**src/rtl/srr_pkg.sv**
```systemverilog
// Shared constants, codes and controller/datapath interface types for the receiver.
package srr_pkg;

  // Defaults for the top-level parameters
  localparam int SEQ_SPACE_DEF    = 8;
  localparam int WINDOW_SIZE_DEF  = 4;
  localparam int PAYLOAD_BITS_DEF = 32;

  // Fixed field widths on the stream ports
  localparam int SEQ_W       = 3;
  localparam int DATA_W      = 32;
  localparam int IN_TDATA_W  = 40;   // seq_num + payload, rounded up to bytes
  localparam int OUT_TDATA_W = 40;   // delivered_data + ack_num, rounded up to bytes

  // Result kind codes (out_tuser)
  localparam logic KIND_DELIVER = 1'b0;
  localparam logic KIND_REACK   = 1'b1;

  // Commands from the controller to the datapath
  typedef struct packed {
    logic capture;   // latch the incoming request
    logic store;     // write the captured payload into its window slot
    logic reack;     // load a re-ack result into the output register
    logic deliver;   // load the head slot as a result and slide the window
  } srr_cmd_t;

  // Status from the datapath to the controller
  typedef struct packed {
    logic ok;           // captured request passed its checksum
    logic in_win;       // captured sequence number lies inside the window
    logic head_filled;  // slot at the window base holds data
    logic next_filled;  // slot after the base holds data
    logic out_free;     // output register can take a result this cycle
  } srr_sts_t;

endpackage

```
**src/rtl/srr_ctrl.sv**
```systemverilog
// Sequencing state machine of the receiver: accept, evaluate, drain in-order slots.
module srr_ctrl import srr_pkg::*; (
  input  logic     clk,
  input  logic     rst_n,
  input  logic     in_tvalid,
  output logic     in_tready,
  input  srr_sts_t sts,
  output srr_cmd_t cmd
);

  typedef enum logic [2:0] {
    ST_IDLE  = 3'b001,
    ST_EVAL  = 3'b010,
    ST_DRAIN = 3'b100
  } srr_state_t;

  srr_state_t state_r, state_nxt;

  assign in_tready = (state_r == ST_IDLE);

  always_comb begin
    state_nxt   = state_r;
    cmd         = '0;
    cmd.capture = in_tvalid && in_tready;
    unique case (state_r)
      ST_IDLE: begin
        if (cmd.capture) begin
          state_nxt = ST_EVAL;
        end
      end
      ST_EVAL: begin
        if (!sts.ok) begin
          state_nxt = ST_IDLE;
        end else if (!sts.in_win) begin
          if (sts.out_free) begin
            cmd.reack = 1'b1;
            state_nxt = ST_IDLE;
          end
        end else begin
          cmd.store = 1'b1;
          state_nxt = ST_DRAIN;
        end
      end
      ST_DRAIN: begin
        if (!sts.head_filled) begin
          state_nxt = ST_IDLE;
        end else if (sts.out_free) begin
          cmd.deliver = 1'b1;
          if (!sts.next_filled) begin
            state_nxt = ST_IDLE;
          end
        end
      end
      default: begin
        state_nxt = ST_IDLE;
      end
    endcase
  end

  always_ff @(posedge clk) begin
    if (!rst_n) begin
      state_r <= ST_IDLE;
    end else begin
      state_r <= state_nxt;
    end
  end

  a_one_cmd: assert property (@(posedge clk) disable iff (!rst_n)
    $onehot0({cmd.store, cmd.reack, cmd.deliver}))
    else $error("srr_ctrl: more than one datapath command at once");

  a_capture_to_eval: assert property (@(posedge clk) disable iff (!rst_n)
    cmd.capture |=> state_r == ST_EVAL)
    else $error("srr_ctrl: captured request not evaluated");

  a_store_to_drain: assert property (@(posedge clk) disable iff (!rst_n)
    cmd.store |=> state_r == ST_DRAIN)
    else $error("srr_ctrl: stored slot not followed by drain");

endmodule

```
**src/rtl/srr_dp.sv**
```systemverilog
// Datapath: request capture, window math, slot storage and output register.
module srr_dp import srr_pkg::*; #(
  parameter int SEQ_SPACE    = SEQ_SPACE_DEF,
  parameter int WINDOW_SIZE  = WINDOW_SIZE_DEF,
  parameter int PAYLOAD_BITS = PAYLOAD_BITS_DEF
) (
  input  logic              clk,
  input  logic              rst_n,
  input  logic [SEQ_W-1:0]  in_seq,
  input  logic [DATA_W-1:0] in_payload,
  input  logic              in_ok,
  input  srr_cmd_t          cmd,
  output srr_sts_t          sts,
  output logic              out_valid,
  input  logic              out_ready,
  output logic              out_kind,
  output logic [DATA_W-1:0] out_data,
  output logic [SEQ_W-1:0]  out_ack,
  output logic              out_last
);

  localparam int BW = $clog2(SEQ_SPACE);
  localparam int SW = ((BW > SEQ_W) ? BW : SEQ_W) + 1;
  localparam int DW = (PAYLOAD_BITS < DATA_W) ? PAYLOAD_BITS : DATA_W;

  // Captured request
  logic [SEQ_W-1:0] seq_r;
  logic [DW-1:0]    data_r;
  logic             ok_r;

  // Window state
  logic [BW-1:0] base_r, base_nxt;
  logic          filled_r [WINDOW_SIZE];
  logic          filled_nxt [WINDOW_SIZE];
  logic [DW-1:0] slot_r [WINDOW_SIZE];
  logic [DW-1:0] slot_nxt [WINDOW_SIZE];

  // Output register
  logic              ovalid_r, ovalid_nxt;
  logic              kind_r;
  logic [DATA_W-1:0] odata_r;
  logic [SEQ_W-1:0]  ack_r;
  logic              last_r;

  logic [SW-1:0] seq_m, base_e, offset;
  logic          in_win;
  logic          next_filled;

  always_ff @(posedge clk) begin
    if (cmd.capture) begin
      seq_r  <= in_seq;
      data_r <= in_payload[DW-1:0];
      ok_r   <= in_ok;
    end
  end

  // Reduce the sequence number into the sequence space, then distance from the base
  always_comb begin
    seq_m = SW'(seq_r);
    for (int i = 0; i < 4; i++) begin
      if (seq_m >= SW'(SEQ_SPACE)) begin
        seq_m = seq_m - SW'(SEQ_SPACE);
      end
    end
    base_e = SW'(base_r);
    if (seq_m >= base_e) begin
      offset = seq_m - base_e;
    end else begin
      offset = seq_m + SW'(SEQ_SPACE) - base_e;
    end
    in_win = (32'(offset) < 32'(WINDOW_SIZE));
  end

  generate
    if (WINDOW_SIZE > 1) begin : g_next
      assign next_filled = filled_r[1];
    end else begin : g_single
      assign next_filled = 1'b0;
    end
  endgenerate

  // Store at the offset slot, or shift the window down by one on delivery
  always_comb begin
    filled_nxt = filled_r;
    slot_nxt   = slot_r;
    base_nxt   = base_r;
    if (cmd.store) begin
      for (int i = 0; i < WINDOW_SIZE; i++) begin
        if (32'(offset) == 32'(i)) begin
          filled_nxt[i] = 1'b1;
          slot_nxt[i]   = data_r;
        end
      end
    end else if (cmd.deliver) begin
      for (int i = 0; i < WINDOW_SIZE - 1; i++) begin
        filled_nxt[i] = filled_r[i+1];
        slot_nxt[i]   = slot_r[i+1];
      end
      filled_nxt[WINDOW_SIZE-1] = 1'b0;
      base_nxt = (base_r == BW'(SEQ_SPACE - 1)) ? '0 : base_r + 1'b1;
    end
  end

  always_ff @(posedge clk) begin
    if (!rst_n) begin
      base_r <= '0;
      for (int i = 0; i < WINDOW_SIZE; i++) begin
        filled_r[i] <= 1'b0;
      end
    end else begin
      base_r   <= base_nxt;
      filled_r <= filled_nxt;
    end
  end

  always_ff @(posedge clk) begin
    slot_r <= slot_nxt;
  end

  // Output register: a new result may load in the cycle the old one is taken
  assign sts.out_free = !ovalid_r || out_ready;

  always_comb begin
    ovalid_nxt = ovalid_r;
    if (out_ready) begin
      ovalid_nxt = 1'b0;
    end
    if (cmd.reack || cmd.deliver) begin
      ovalid_nxt = 1'b1;
    end
  end

  always_ff @(posedge clk) begin
    if (!rst_n) begin
      ovalid_r <= 1'b0;
    end else begin
      ovalid_r <= ovalid_nxt;
    end
  end

  always_ff @(posedge clk) begin
    if (cmd.reack) begin
      kind_r  <= KIND_REACK;
      odata_r <= '0;
      ack_r   <= seq_r;
      last_r  <= 1'b1;
    end else if (cmd.deliver) begin
      kind_r  <= KIND_DELIVER;
      odata_r <= DATA_W'(slot_r[0]);
      ack_r   <= SEQ_W'(base_r);
      last_r  <= !next_filled;
    end
  end

  assign sts.ok          = ok_r;
  assign sts.in_win      = in_win;
  assign sts.head_filled = filled_r[0];
  assign sts.next_filled = next_filled;

  assign out_valid = ovalid_r;
  assign out_kind  = kind_r;
  assign out_data  = odata_r;
  assign out_ack   = ack_r;
  assign out_last  = last_r;

  a_load_when_free: assert property (@(posedge clk) disable iff (!rst_n)
    (cmd.reack || cmd.deliver) |-> sts.out_free)
    else $error("srr_dp: result loaded over an untaken result");

  a_deliver_head: assert property (@(posedge clk) disable iff (!rst_n)
    cmd.deliver |-> filled_r[0])
    else $error("srr_dp: delivery from an empty head slot");

  a_base_slides: assert property (@(posedge clk) disable iff (!rst_n)
    cmd.deliver |=> base_r != $past(base_r))
    else $error("srr_dp: window base did not advance on delivery");

endmodule

```
**src/rtl/selective_repeat_receiver.sv**
```systemverilog
// Top level of the selective-repeat receive window: stream ports, controller, datapath.
//
// Usage:
//   Input stream (in_*): one request per packet. in_tdata carries the sequence
//   number and the payload, in_tuser the checksum-good flag from the checker
//   upstream. Corrupt requests are dropped without a result.
//   Output stream (out_*): acknowledgements. out_tuser = 0 marks an in-order
//   delivery (payload plus ack of its number), out_tuser = 1 a re-ack of a good
//   packet that fell outside the window (payload field zero). out_tlast marks
//   the final result caused by one input request.
//   Timing: one request at a time. A request is captured, then evaluated: a
//   corrupt one is dropped, a re-ack is loaded, or the payload is stored and
//   in-order slots drain from the window shift register head, one delivery
//   per cycle while the output register is free. in_tready is low while a
//   request is worked on. Results sit in an output register; a new result
//   loads in the same cycle the previous one is taken, so a stall on out_tready
//   holds the drain sequencer until the consumer catches up, and nothing is lost.
//   Reset (rst_n low, synchronous): window base to zero, all slots empty,
//   output register empty. Slot payloads are not cleared; an empty slot is
//   never read.
module selective_repeat_receiver import srr_pkg::*; #(
  parameter int SEQ_SPACE    = SEQ_SPACE_DEF,
  parameter int WINDOW_SIZE  = WINDOW_SIZE_DEF,
  parameter int PAYLOAD_BITS = PAYLOAD_BITS_DEF
) (
  input  logic                   clk,
  input  logic                   rst_n,
  input  logic                   in_tvalid,
  output logic                   in_tready,
  input  logic [IN_TDATA_W-1:0]  in_tdata,   // [2:0] seq_num, [34:3] payload, rest zero
  input  logic                   in_tuser,   // [0] checksum_ok
  output logic                   out_tvalid,
  input  logic                   out_tready,
  output logic [OUT_TDATA_W-1:0] out_tdata,  // [31:0] delivered_data, [34:32] ack_num, rest zero
  output logic                   out_tuser,  // [0] kind
  output logic                   out_tlast
);

  srr_cmd_t cmd;
  srr_sts_t sts;

  logic [DATA_W-1:0] out_data;
  logic [SEQ_W-1:0]  out_ack;

  // Sequencer: accept a request, evaluate it, then drain the in-order slots
  srr_ctrl u_ctrl (
    .clk       (clk),
    .rst_n     (rst_n),
    .in_tvalid (in_tvalid),
    .in_tready (in_tready),
    .sts       (sts),
    .cmd       (cmd)
  );

  // Window storage and result formatting
  srr_dp #(
    .SEQ_SPACE    (SEQ_SPACE),
    .WINDOW_SIZE  (WINDOW_SIZE),
    .PAYLOAD_BITS (PAYLOAD_BITS)
  ) u_dp (
    .clk        (clk),
    .rst_n      (rst_n),
    .in_seq     (in_tdata[SEQ_W-1:0]),
    .in_payload (in_tdata[SEQ_W+DATA_W-1:SEQ_W]),
    .in_ok      (in_tuser),
    .cmd        (cmd),
    .sts        (sts),
    .out_valid  (out_tvalid),
    .out_ready  (out_tready),
    .out_kind   (out_tuser),
    .out_data   (out_data),
    .out_ack    (out_ack),
    .out_last   (out_tlast)
  );

  // Pack the result; pad bits up to the byte boundary stay zero
  assign out_tdata = {{(OUT_TDATA_W - DATA_W - SEQ_W){1'b0}}, out_ack, out_data};

endmodule

```
**config.mk**
```make
export PLATFORM = sky130hd
export DESIGN_NAME = selective_repeat_receiver
export DESIGN_NICKNAME = d
export VERILOG_FILES = /design/src/rtl/srr_pkg.sv /design/src/rtl/srr_ctrl.sv /design/src/rtl/srr_dp.sv /design/src/rtl/selective_repeat_receiver.sv
export SDC_FILE = /design/constraint.sdc
export NUM_CORES = 1
export LEC_CHECK = 0
export ABC_AREA = 1
export BUFFER_PORTS_ARGS = -buffer_cell sky130_fd_sc_hd__clkbuf_2
export CAP_MARGIN = 15
export CORE_MARGIN = 3
export CORE_UTILIZATION = 54
export CTS_BUF_LIST = sky130_fd_sc_hd__clkbuf_8
export DETAILED_ROUTE_END_ITERATION = 6
export GPL_TIMING_DRIVEN = 0
export PLACE_DENSITY = 0.77
export SETUP_SLACK_MARGIN = 0.1
export SKIP_CTS_REPAIR_TIMING = 1
export SLEW_MARGIN = 20
export SYNTH_ARGS = -nofsm -noshare
export SYNTH_HDL_FRONTEND = slang
export SYNTH_SLANG_ARGS = --single-unit
```
**constraint.sdc**
```tcl
create_clock -name clk -period 2.9 [get_ports clk]
set_input_delay 0.435 -clock clk [delete_from_list [all_inputs] [get_ports clk]]
set_output_delay 0.435 -clock clk [all_outputs]
set_load 0.03 [all_outputs]
```
==> results of run 1 <==
==> state kept, by name, summed over array words and instances, names as in the netlist <==
name / count
u_dp.next_filled: 1
u_ctrl.state_r: 3
u_dp.seq_r: 3
u_dp.ok_r: 1
u_dp.out_ack: 3
u_dp.out_data: 32
u_dp.out_kind: 1
u_dp.sts: 1
u_dp.data_r: 32
u_dp.base_r: 3
u_dp.slot_r: 128
u_dp.out_valid: 1
u_dp.filled_r: 2
u_dp.out_last: 1
==> logic make-up after synthesis <==
kind of cell             after synthesis  synth area share, %
AO/OA/AOI/OAI                         47                 3.00
adder cells (fa/ha/maj)                7                 1.29
buffers and inverters                 55                 3.66
flip-flops                           212                 74.6
other                                  1               0.0473
AND/OR/NAND/NOR                      354                 17.4
==> worst max-delay path, cell delays in order, from the launching register on <==
cell                       delay [ns]
sky130_fd_sc_hd__edfxtp_1        0.39
sky130_fd_sc_hd__inv_2           0.09
sky130_fd_sc_hd__ha_4            0.12
sky130_fd_sc_hd__inv_2           0.04
sky130_fd_sc_hd__fa_2            0.40
sky130_fd_sc_hd__fa_2            0.44
sky130_fd_sc_hd__inv_1           0.12
sky130_fd_sc_hd__nand3_4         0.12
sky130_fd_sc_hd__nor2_4          0.20
sky130_fd_sc_hd__buf_12          0.17
sky130_fd_sc_hd__inv_8           0.05
sky130_fd_sc_hd__buf_8           0.14
sky130_fd_sc_hd__buf_4           0.15
sky130_fd_sc_hd__nand2_1         0.08
sky130_fd_sc_hd__nand2_1         0.07
==> metal layers <==
layer | vias to the layer above | GRT usage (%)
li1 | 2536 | -
met4 | 0 | 6.50
met5 | - | 0
met1 | 2552 | 23.9
met3 | 35 | 4.93
met2 | 229 | 32.5
==> placed cells by master, fill, tap and decap left out, types with 5 or more instances in the layout <==
| master | n |
|---|---|
| sky130_fd_sc_hd__a21oi_1 | 37 |
| sky130_fd_sc_hd__inv_1 | 26 |
| sky130_fd_sc_hd__clkinv_1 | 5 |
| sky130_fd_sc_hd__clkbuf_2 | 79 |
| sky130_fd_sc_hd__o21ai_0 | 9 |
| sky130_fd_sc_hd__buf_2 | 7 |
| sky130_fd_sc_hd__conb_1 | 5 |
| sky130_fd_sc_hd__nand2_4 | 6 |
| sky130_fd_sc_hd__clkbuf_8 | 43 |
| sky130_fd_sc_hd__nand2_2 | 40 |
| sky130_fd_sc_hd__nor2_1 | 13 |
| sky130_fd_sc_hd__nand2_1 | 284 |
| sky130_fd_sc_hd__buf_4 | 20 |
| sky130_fd_sc_hd__edfxtp_1 | 167 |
| sky130_fd_sc_hd__dfxtp_1 | 44 |
| sky130_fd_sc_hd__nand2_8 | 7 |
| sky130_fd_sc_hd__inv_2 | 8 |
==> how the worst max path moves through the flow <==
stage	from	cells past startpoint	to
after floorplan	u_dp.seq_r[0]$_DFFE_PP_	12	u_dp.slot_r[100]$_DFFE_PP_
after global placement	u_dp.seq_r[0]$_DFFE_PP_	12	u_dp.slot_r[77]$_DFFE_PP_
after detailed placement	u_dp.seq_r[0]$_DFFE_PP_	12	u_dp.slot_r[44]$_DFFE_PP_
after CTS	u_dp.seq_r[0]$_DFFE_PP_	12	u_dp.slot_r[79]$_DFFE_PP_
after global routing	u_dp.seq_r[0]$_DFFE_PP_	16	u_dp.slot_r[36]$_DFFE_PP_
final	u_dp.seq_r[0]$_DFFE_PP_	14	u_dp.slot_r[36]$_DFFE_PP_
==> power by group <==
group	switching [mW]	total [mW]	internal, mW
clock	1.14	2.48	1.34
sequential	0.0395	3.37	3.33
combinational	0.144	0.219	0.0758
total	1.32	6.07	4.75
==> layout make-up <==
type,count,area share (%)
clock buffer,43,6.04
timing repair inverter,1,0.0766
buffer,29,2.17
tap,180,2.30
timing repair buffer,94,6.15
sequential,212,60.4
inverter,26,1.11
multi-input combinational,420,20.9
clock inverter,20,0.868
==> metrics by stage <==
step / cell area [um2] / setup TNS, ns
2_1_floorplan: 7960 / 0
3_3_place_gp: 8570 / -18.59
3_5_place_dp: 8590 / -28.33
4_1_cts: 9270 / -33.15
5_1_grt: 9800 / -0.0134
6_report: 9800 / 0
==> impl_summary.log, run 1 <==
INFO  metric r2r-start = u_dp.seq_r[0]$_DFFE_PP_
INFO  metric r2r_end = u_dp.slot_r[36]$_DFFE_PP_
INFO  metric multi_input_comb_area = 2050 um2
INFO  metric detail_route.vias_per_cell = 5.22
INFO  metric final.hold.worst_slack = 0.0969 ns
INFO  metric post-synth-top-count-cell = sky130_fd_sc_hd__nand2_1
INFO  metric final_antenna_diode_count = 0
INFO  metric start_util = 56.2%
INFO  metric yosys_register_bits = 212
INFO  metric worstPathArrival = 3.08 ns
INFO  metric drt-met1-wl = 6650 um
INFO  metric cts_tree = done
INFO  metric top_flip_flop_cell_by_instance_count_after_synthesis = sky130_fd_sc_hd__edfxtp_1
INFO  metric post_layout_nonfiller_instances = 1,025
INFO  metric die_area = 16,200 um2
INFO  metric wl_met2 = 9190 um
INFO  metric die_w = 127 um
INFO  metric ffs_w_async_s_r_synth = 0%
INFO  metric globalRouteOverflowTotal = 0
INFO  metric min-delay-start = in_tdata[11]
INFO  metric floorplan.die.height = 127 um
INFO  metric detailedPlacementHpwl = 10,100 um
INFO  metric maximum_net_fanout_on_the_critical_path = 7
INFO  metric antenna_left = 0
INFO  metric remaining_drc_errors = 0
INFO  metric largest_net_degree_at_the_start_of_global_routing = 33
INFO  metric drive_above_1_share = 28.8%
INFO  metric worst_hold_path_type = in2reg
INFO  metric first_global_vias = 5,015
INFO  metric synthesis.yosys.warnings = 0
INFO  metric dp_cells = 939
INFO  metric worst_hold_path.endpoint = u_dp.data_r[8]$_DFFE_PP_
INFO  metric timing.critical_path.to_type = flop
INFO  metric maxClockFrequency = 356 MHz
INFO  metric yosysTopAreaCell = sky130_fd_sc_hd__edfxtp_1
INFO  metric design_power_total = 6.07 mW
INFO  metric met3_routed_wirelength = 1430 um
INFO  metric worst-setup-path-type = reg2reg
INFO  metric grt_first_pass_wirelength = 24,300 um
INFO  metric routed_wirelength = 17,600 um
INFO  metric ff2ff_path_depth = 14
INFO  metric synth_area_per_inst = 11.7 um2
INFO  metric clock_latency_of_the_later_clocked_register_in_the_worst_skew_pair = 0.51 ns
INFO  metric port-buffer-count = 78
INFO  metric report.final.setup_viol = 0
INFO  metric tightestPinTransition = 1.01 ns
INFO  metric area_growth_from_synthesis_to_layout = 23.6%
INFO  metric worst_slew_margin_rel = 32.7%
INFO  metric synth_enable_flop_cells = 167
INFO  metric status = complete, no violations
INFO  metric worstPathRequired = 3.17 ns
INFO  metric nets = 871
INFO  metric placementRows = 43
INFO  metric pre_cts_slack = -0.258 ns
INFO  metric cts.htree.levels = 2
INFO  metric max-clock-path-buffers = 3
INFO  metric timing.critical_path.from_type = flop
INFO  metric detailroute.via_count = 5,352
INFO  metric ys_seq_area_share = 74.6%
INFO  metric routedWlPerCell = 17.2 um
INFO  metric finalCriticalPeriod = 2.81 ns
INFO  metric tritoncts_num_sinks = 212
INFO  metric clock-root-buffer = sky130_fd_sc_hd__clkbuf_8
INFO  metric final_standard_cell_utilization_of_the_core = 69.5%
INFO  metric post-synth-top-area-fraction = 63.2%
INFO  metric timing.hold.worst_path_depth = 1
INFO  metric globalplace.congestion = 0.829
INFO  metric unrepaired_setup_endpoints_after_global_routing = yes
INFO  metric cts-buffers-inserted = 35
INFO  metric firstDrtPassIters = 5
INFO  metric power.density = 620 nW/um2
INFO  metric setup_ws = 0.0924 ns
INFO  metric r2r_setup_slack = 0.09 ns
INFO  metric clkSlewWorstSetupHoldPaths = 0.07 ns
INFO  metric area.sequential = 5920 um2
INFO  metric drv_slew = 0
INFO  metric vdd.ir_drop.worst = 0.448 mV
INFO  metric initialDrtViolationCount = 453
INFO  metric number_of_antenna_violations_at_the_first_check_in_global_routing = 0
INFO  metric netlist_area = 7930 um2
INFO  metric final_hold_viol_count = 0
INFO  metric top_layer_used = met4
INFO  metric ios = 89
INFO  metric fp.coreArea = 14,100 um2
INFO  metric post-route-period-util = 96.8%
INFO  metric filler_cell_count_in_the_final_layout = 962
INFO  metric netlist_instances = 676
INFO  metric synth.area.top_cells = sky130_fd_sc_hd__edfxtp_1 63%, sky130_fd_sc_hd__nand2_1 16%, sky130_fd_sc_hd__dfxtp_1 11%, sky130_fd_sc_hd__a21oi_1 2.3%, sky130_fd_sc_hd__buf_4 1.0%
INFO  metric drv.max_cap_violation_count = 0
INFO  metric post_synth_most_frequent_cells = 329 x sky130_fd_sc_hd__nand2_1, 167 x sky130_fd_sc_hd__edfxtp_1, 45 x sky130_fd_sc_hd__dfxtp_1, 37 x sky130_fd_sc_hd__a21oi_1, 21 x sky130_fd_sc_hd__inv_1
INFO  metric track_usage = 19.1%
INFO  metric finClkSkew = 0.0179 ns
INFO  metric ys_types = 24
INFO  metric static-leakage-power = 4.23 nW
Power figures use the tool's default switching activity.
==> run 2, diff against run 1 <==
--- a/config.mk
+++ b/config.mk
@@ -9,11 +9,12 @@
 export BUFFER_PORTS_ARGS = -buffer_cell sky130_fd_sc_hd__clkbuf_2
 export CAP_MARGIN = 15
 export CORE_MARGIN = 3
-export CORE_UTILIZATION = 54
+export CORE_UTILIZATION = 60
 export CTS_BUF_LIST = sky130_fd_sc_hd__clkbuf_8
 export DETAILED_ROUTE_END_ITERATION = 6
+export GPL_ROUTABILITY_DRIVEN = 0
 export GPL_TIMING_DRIVEN = 0
-export PLACE_DENSITY = 0.77
+export PLACE_DENSITY = 0.81
 export SETUP_SLACK_MARGIN = 0.1
 export SKIP_CTS_REPAIR_TIMING = 1
 export SLEW_MARGIN = 20
==> constraint.sdc (replaced) <==
create_clock -name clk -period 3.6 [get_ports clk]
set_input_delay 0.54 -clock clk [delete_from_list [all_inputs] [get_ports clk]]
set_output_delay 0.54 -clock clk [all_outputs]
set_load 0.03 [all_outputs]
==> impl_summary.log, run 2 (same netlist as run 1, synthesis figures left out) <==
INFO  metric final.hold.worst_slack = 0.231 ns
INFO  metric final_standard_cell_utilization_of_the_core = 71.9%
INFO  metric ff2ff_path_depth = 12
INFO  metric detailroute.via_count = 5,127
INFO  metric slowest_stage = sky130_fd_sc_hd__nand2_2
INFO  metric remaining_drc_errors = 0
INFO  metric number_of_flip_flops_in_the_largest_register = 128
INFO  metric final_hold_viol_count = 0
INFO  metric tritoncts_num_sinks = 212
INFO  metric floorplan.die.height = 121 um
INFO  metric power.density = 513 nW/um2
INFO  metric antenna_left = 0
INFO  metric die_area = 14,600 um2
INFO  metric largest_net_degree_at_the_start_of_global_routing = 37
INFO  metric unrepaired_setup_endpoints_after_global_routing = no
INFO  metric timing.critical_path.slowest_cell_delay = 0.61 ns
INFO  metric placementRows = 41
INFO  metric placement.cell_area = 8560 um2
INFO  metric maxClockFrequency = 307 MHz
INFO  metric cts-buffers-inserted = 34
INFO  metric report.final.setup_viol = 0
INFO  metric worst_slew_margin_rel = 46.4%
INFO  metric drv_slew = 0
INFO  metric commonest_non_fill_non_tap_cell_in_the_layout = sky130_fd_sc_hd__nand2_1
INFO  metric die_w = 121 um
INFO  metric grt_first_pass_wirelength = 23,800 um
INFO  metric worstPathRequired = 3.70 ns
INFO  metric r2r_setup_slack = 0.34 ns
INFO  metric routedWlPerCell = 15.1 um
INFO  metric status = complete, no violations
INFO  metric worst-setup-path-type = reg2reg
INFO  metric static-leakage-power = 4.00 nW
INFO  metric port-buffer-count = 78
INFO  metric tightestPinTransition = 0.803 ns
INFO  metric timing.hold.worst_path_depth = 1
INFO  metric min-delay-start = in_tdata[3]
INFO  metric vdd.ir_drop.worst = 0.338 mV
INFO  metric timing.critical_path.to_type = flop
INFO  metric fp.coreArea = 12,800 um2
INFO  metric timing.critical_path.from_type = flop
INFO  metric first_global_vias = 5,119
INFO  metric worstPathBufferInverterCount = 3
INFO  metric worst_hold_path_type = in2reg
INFO  metric detailedPlacementHpwl = 9920 um
INFO  metric firstDrtPassIters = 5
INFO  metric clkSlewWorstSetupHoldPaths = 0.06 ns
INFO  metric cts.htree.levels = 2
INFO  metric path_delay_family = simple AND/OR/NAND/NOR gates
INFO  metric cts_tree = done
INFO  metric max-clock-path-buffers = 3
INFO  metric post-route-period-util = 90.5%
INFO  metric globalRouteOverflowTotal = 0
INFO  metric worstPathArrival = 3.36 ns
INFO  metric top_register = u_dp.slot_r
INFO  metric start_util = 62.1%
INFO  metric r2r-start = u_dp.seq_r[0]$_DFFE_PP_
INFO  metric drv.max_cap_violation_count = 0
INFO  metric finalCriticalPeriod = 3.26 ns
INFO  metric area_growth_from_synthesis_to_layout = 15.8%
INFO  metric final_antenna_diode_count = 0
INFO  metric initialDrtViolationCount = 338
INFO  metric clock_latency_of_the_later_clocked_register_in_the_worst_skew_pair = 0.48 ns
INFO  metric detail_route.vias_per_cell = 5.17
INFO  metric r2r_end = u_dp.slot_r[54]$_DFFE_PP_
INFO  metric nets = 846
INFO  metric filler_cell_count_in_the_final_layout = 849
INFO  metric final.setup.tns = 0 ns
INFO  metric track_usage = 20.9%
INFO  metric number_of_antenna_violations_at_the_first_check_in_global_routing = 0
INFO  metric finClkSkew = 0.0156 ns
INFO  metric maximum_net_fanout_on_the_critical_path = 32
INFO  metric finish.instance_area = 9180 um2
INFO  metric clock-root-buffer = sky130_fd_sc_hd__clkbuf_8
INFO  metric cp_cell_sequence = inv_1 > ha_1 > inv_1 > fa_1 > fa_1 > inv_1 > nand2_1 > nand3_1 > nand3_4 > nor2_4 > nand2_1 > nand2_2
INFO  metric cp_most_frequent_cell = sky130_fd_sc_hd__inv_1
INFO  metric routed_wirelength = 15,000 um
INFO  metric mostFrequentLayoutCells = 326 x sky130_fd_sc_hd__nand2_1, 167 x sky130_fd_sc_hd__edfxtp_1, 78 x sky130_fd_sc_hd__clkbuf_2
INFO  metric worst_hold_path.endpoint = u_dp.data_r[0]$_DFFE_PP_
INFO  metric ios = 89
INFO  metric design_power_total = 4.71 mW
INFO  metric drive_above_1_share = 19.5%
[run 2: changes by cell type in the layout (fill, tap and decap cells not counted), sizes merged]
cell,previous run,this run
clkinvlp,2,0
clkinv,9,4
clkbuf,129,121
buf,37,25
nand2,337,330
inv,36,45
[run 2: worst max-delay path by stage]
stage	start	endpoint	slack, ns	cells after the start
after floorplan	u_dp.seq_r[0]$_DFFE_PP_	u_dp.slot_r[100]$_DFFE_PP_	0.60	12
after global routing	u_dp.seq_r[0]$_DFFE_PP_	u_dp.slot_r[57]$_DFFE_PP_	0.15	12
final	u_dp.seq_r[0]$_DFFE_PP_	u_dp.slot_r[54]$_DFFE_PP_	0.34	12
after CTS	u_dp.seq_r[0]$_DFFE_PP_	u_dp.slot_r[57]$_DFFE_PP_	0.32	12
after detailed placement	u_dp.seq_r[0]$_DFFE_PP_	u_dp.slot_r[45]$_DFFE_PP_	0.37	12
after global placement	u_dp.seq_r[0]$_DFFE_PP_	u_dp.slot_r[77]$_DFFE_PP_	0.1	12
[run 2: metal layers]
metal | GRT usage, % | vias to the layer above | routed length (um)
met5 | 0 | - | 0
met4 | 8.99 | 0 | 431
met3 | 4.85 | 38 | 1170
met2 | 36.4 | 219 | 7600
met1 | 24.8 | 2398 | 5830
li1 | - | 2472 | -
[run 2: where the power goes]
| group | internal (mW) | total [mW] | switching [mW] |
|---|---|---|---|
| registers | 2.68 | 2.71 | 0.0277 |
| logic | 0.0492 | 0.156 | 0.107 |
| clock network | 0.986 | 1.84 | 0.853 |
[run 2: area by class of cell]
type | instances | area [um2] | area share (%)
Clock buffer | 39 | 537 | 5.85
Sequential cell | 212 | 5920 | 64.4
Buffer | 29 | 193 | 2.10
Tap cell | 172 | 215 | 2.34
Multi-Input combinational cell | 413 | 1750 | 19.0
Inverter | 26 | 97.6 | 1.06
Clock inverter | 23 | 88.8 | 0.967
Timing Repair Buffer | 78 | 390 | 4.25
[run 2: per-stage QoR]
stage	setup slack [ns]	instances
2_1_floorplan	0.604	680
3_3_place_gp	0.0958	930
3_5_place_dp	0.370	930
4_1_cts	0.324	992
5_1_grt	0.152	992
6_report	0.341	992
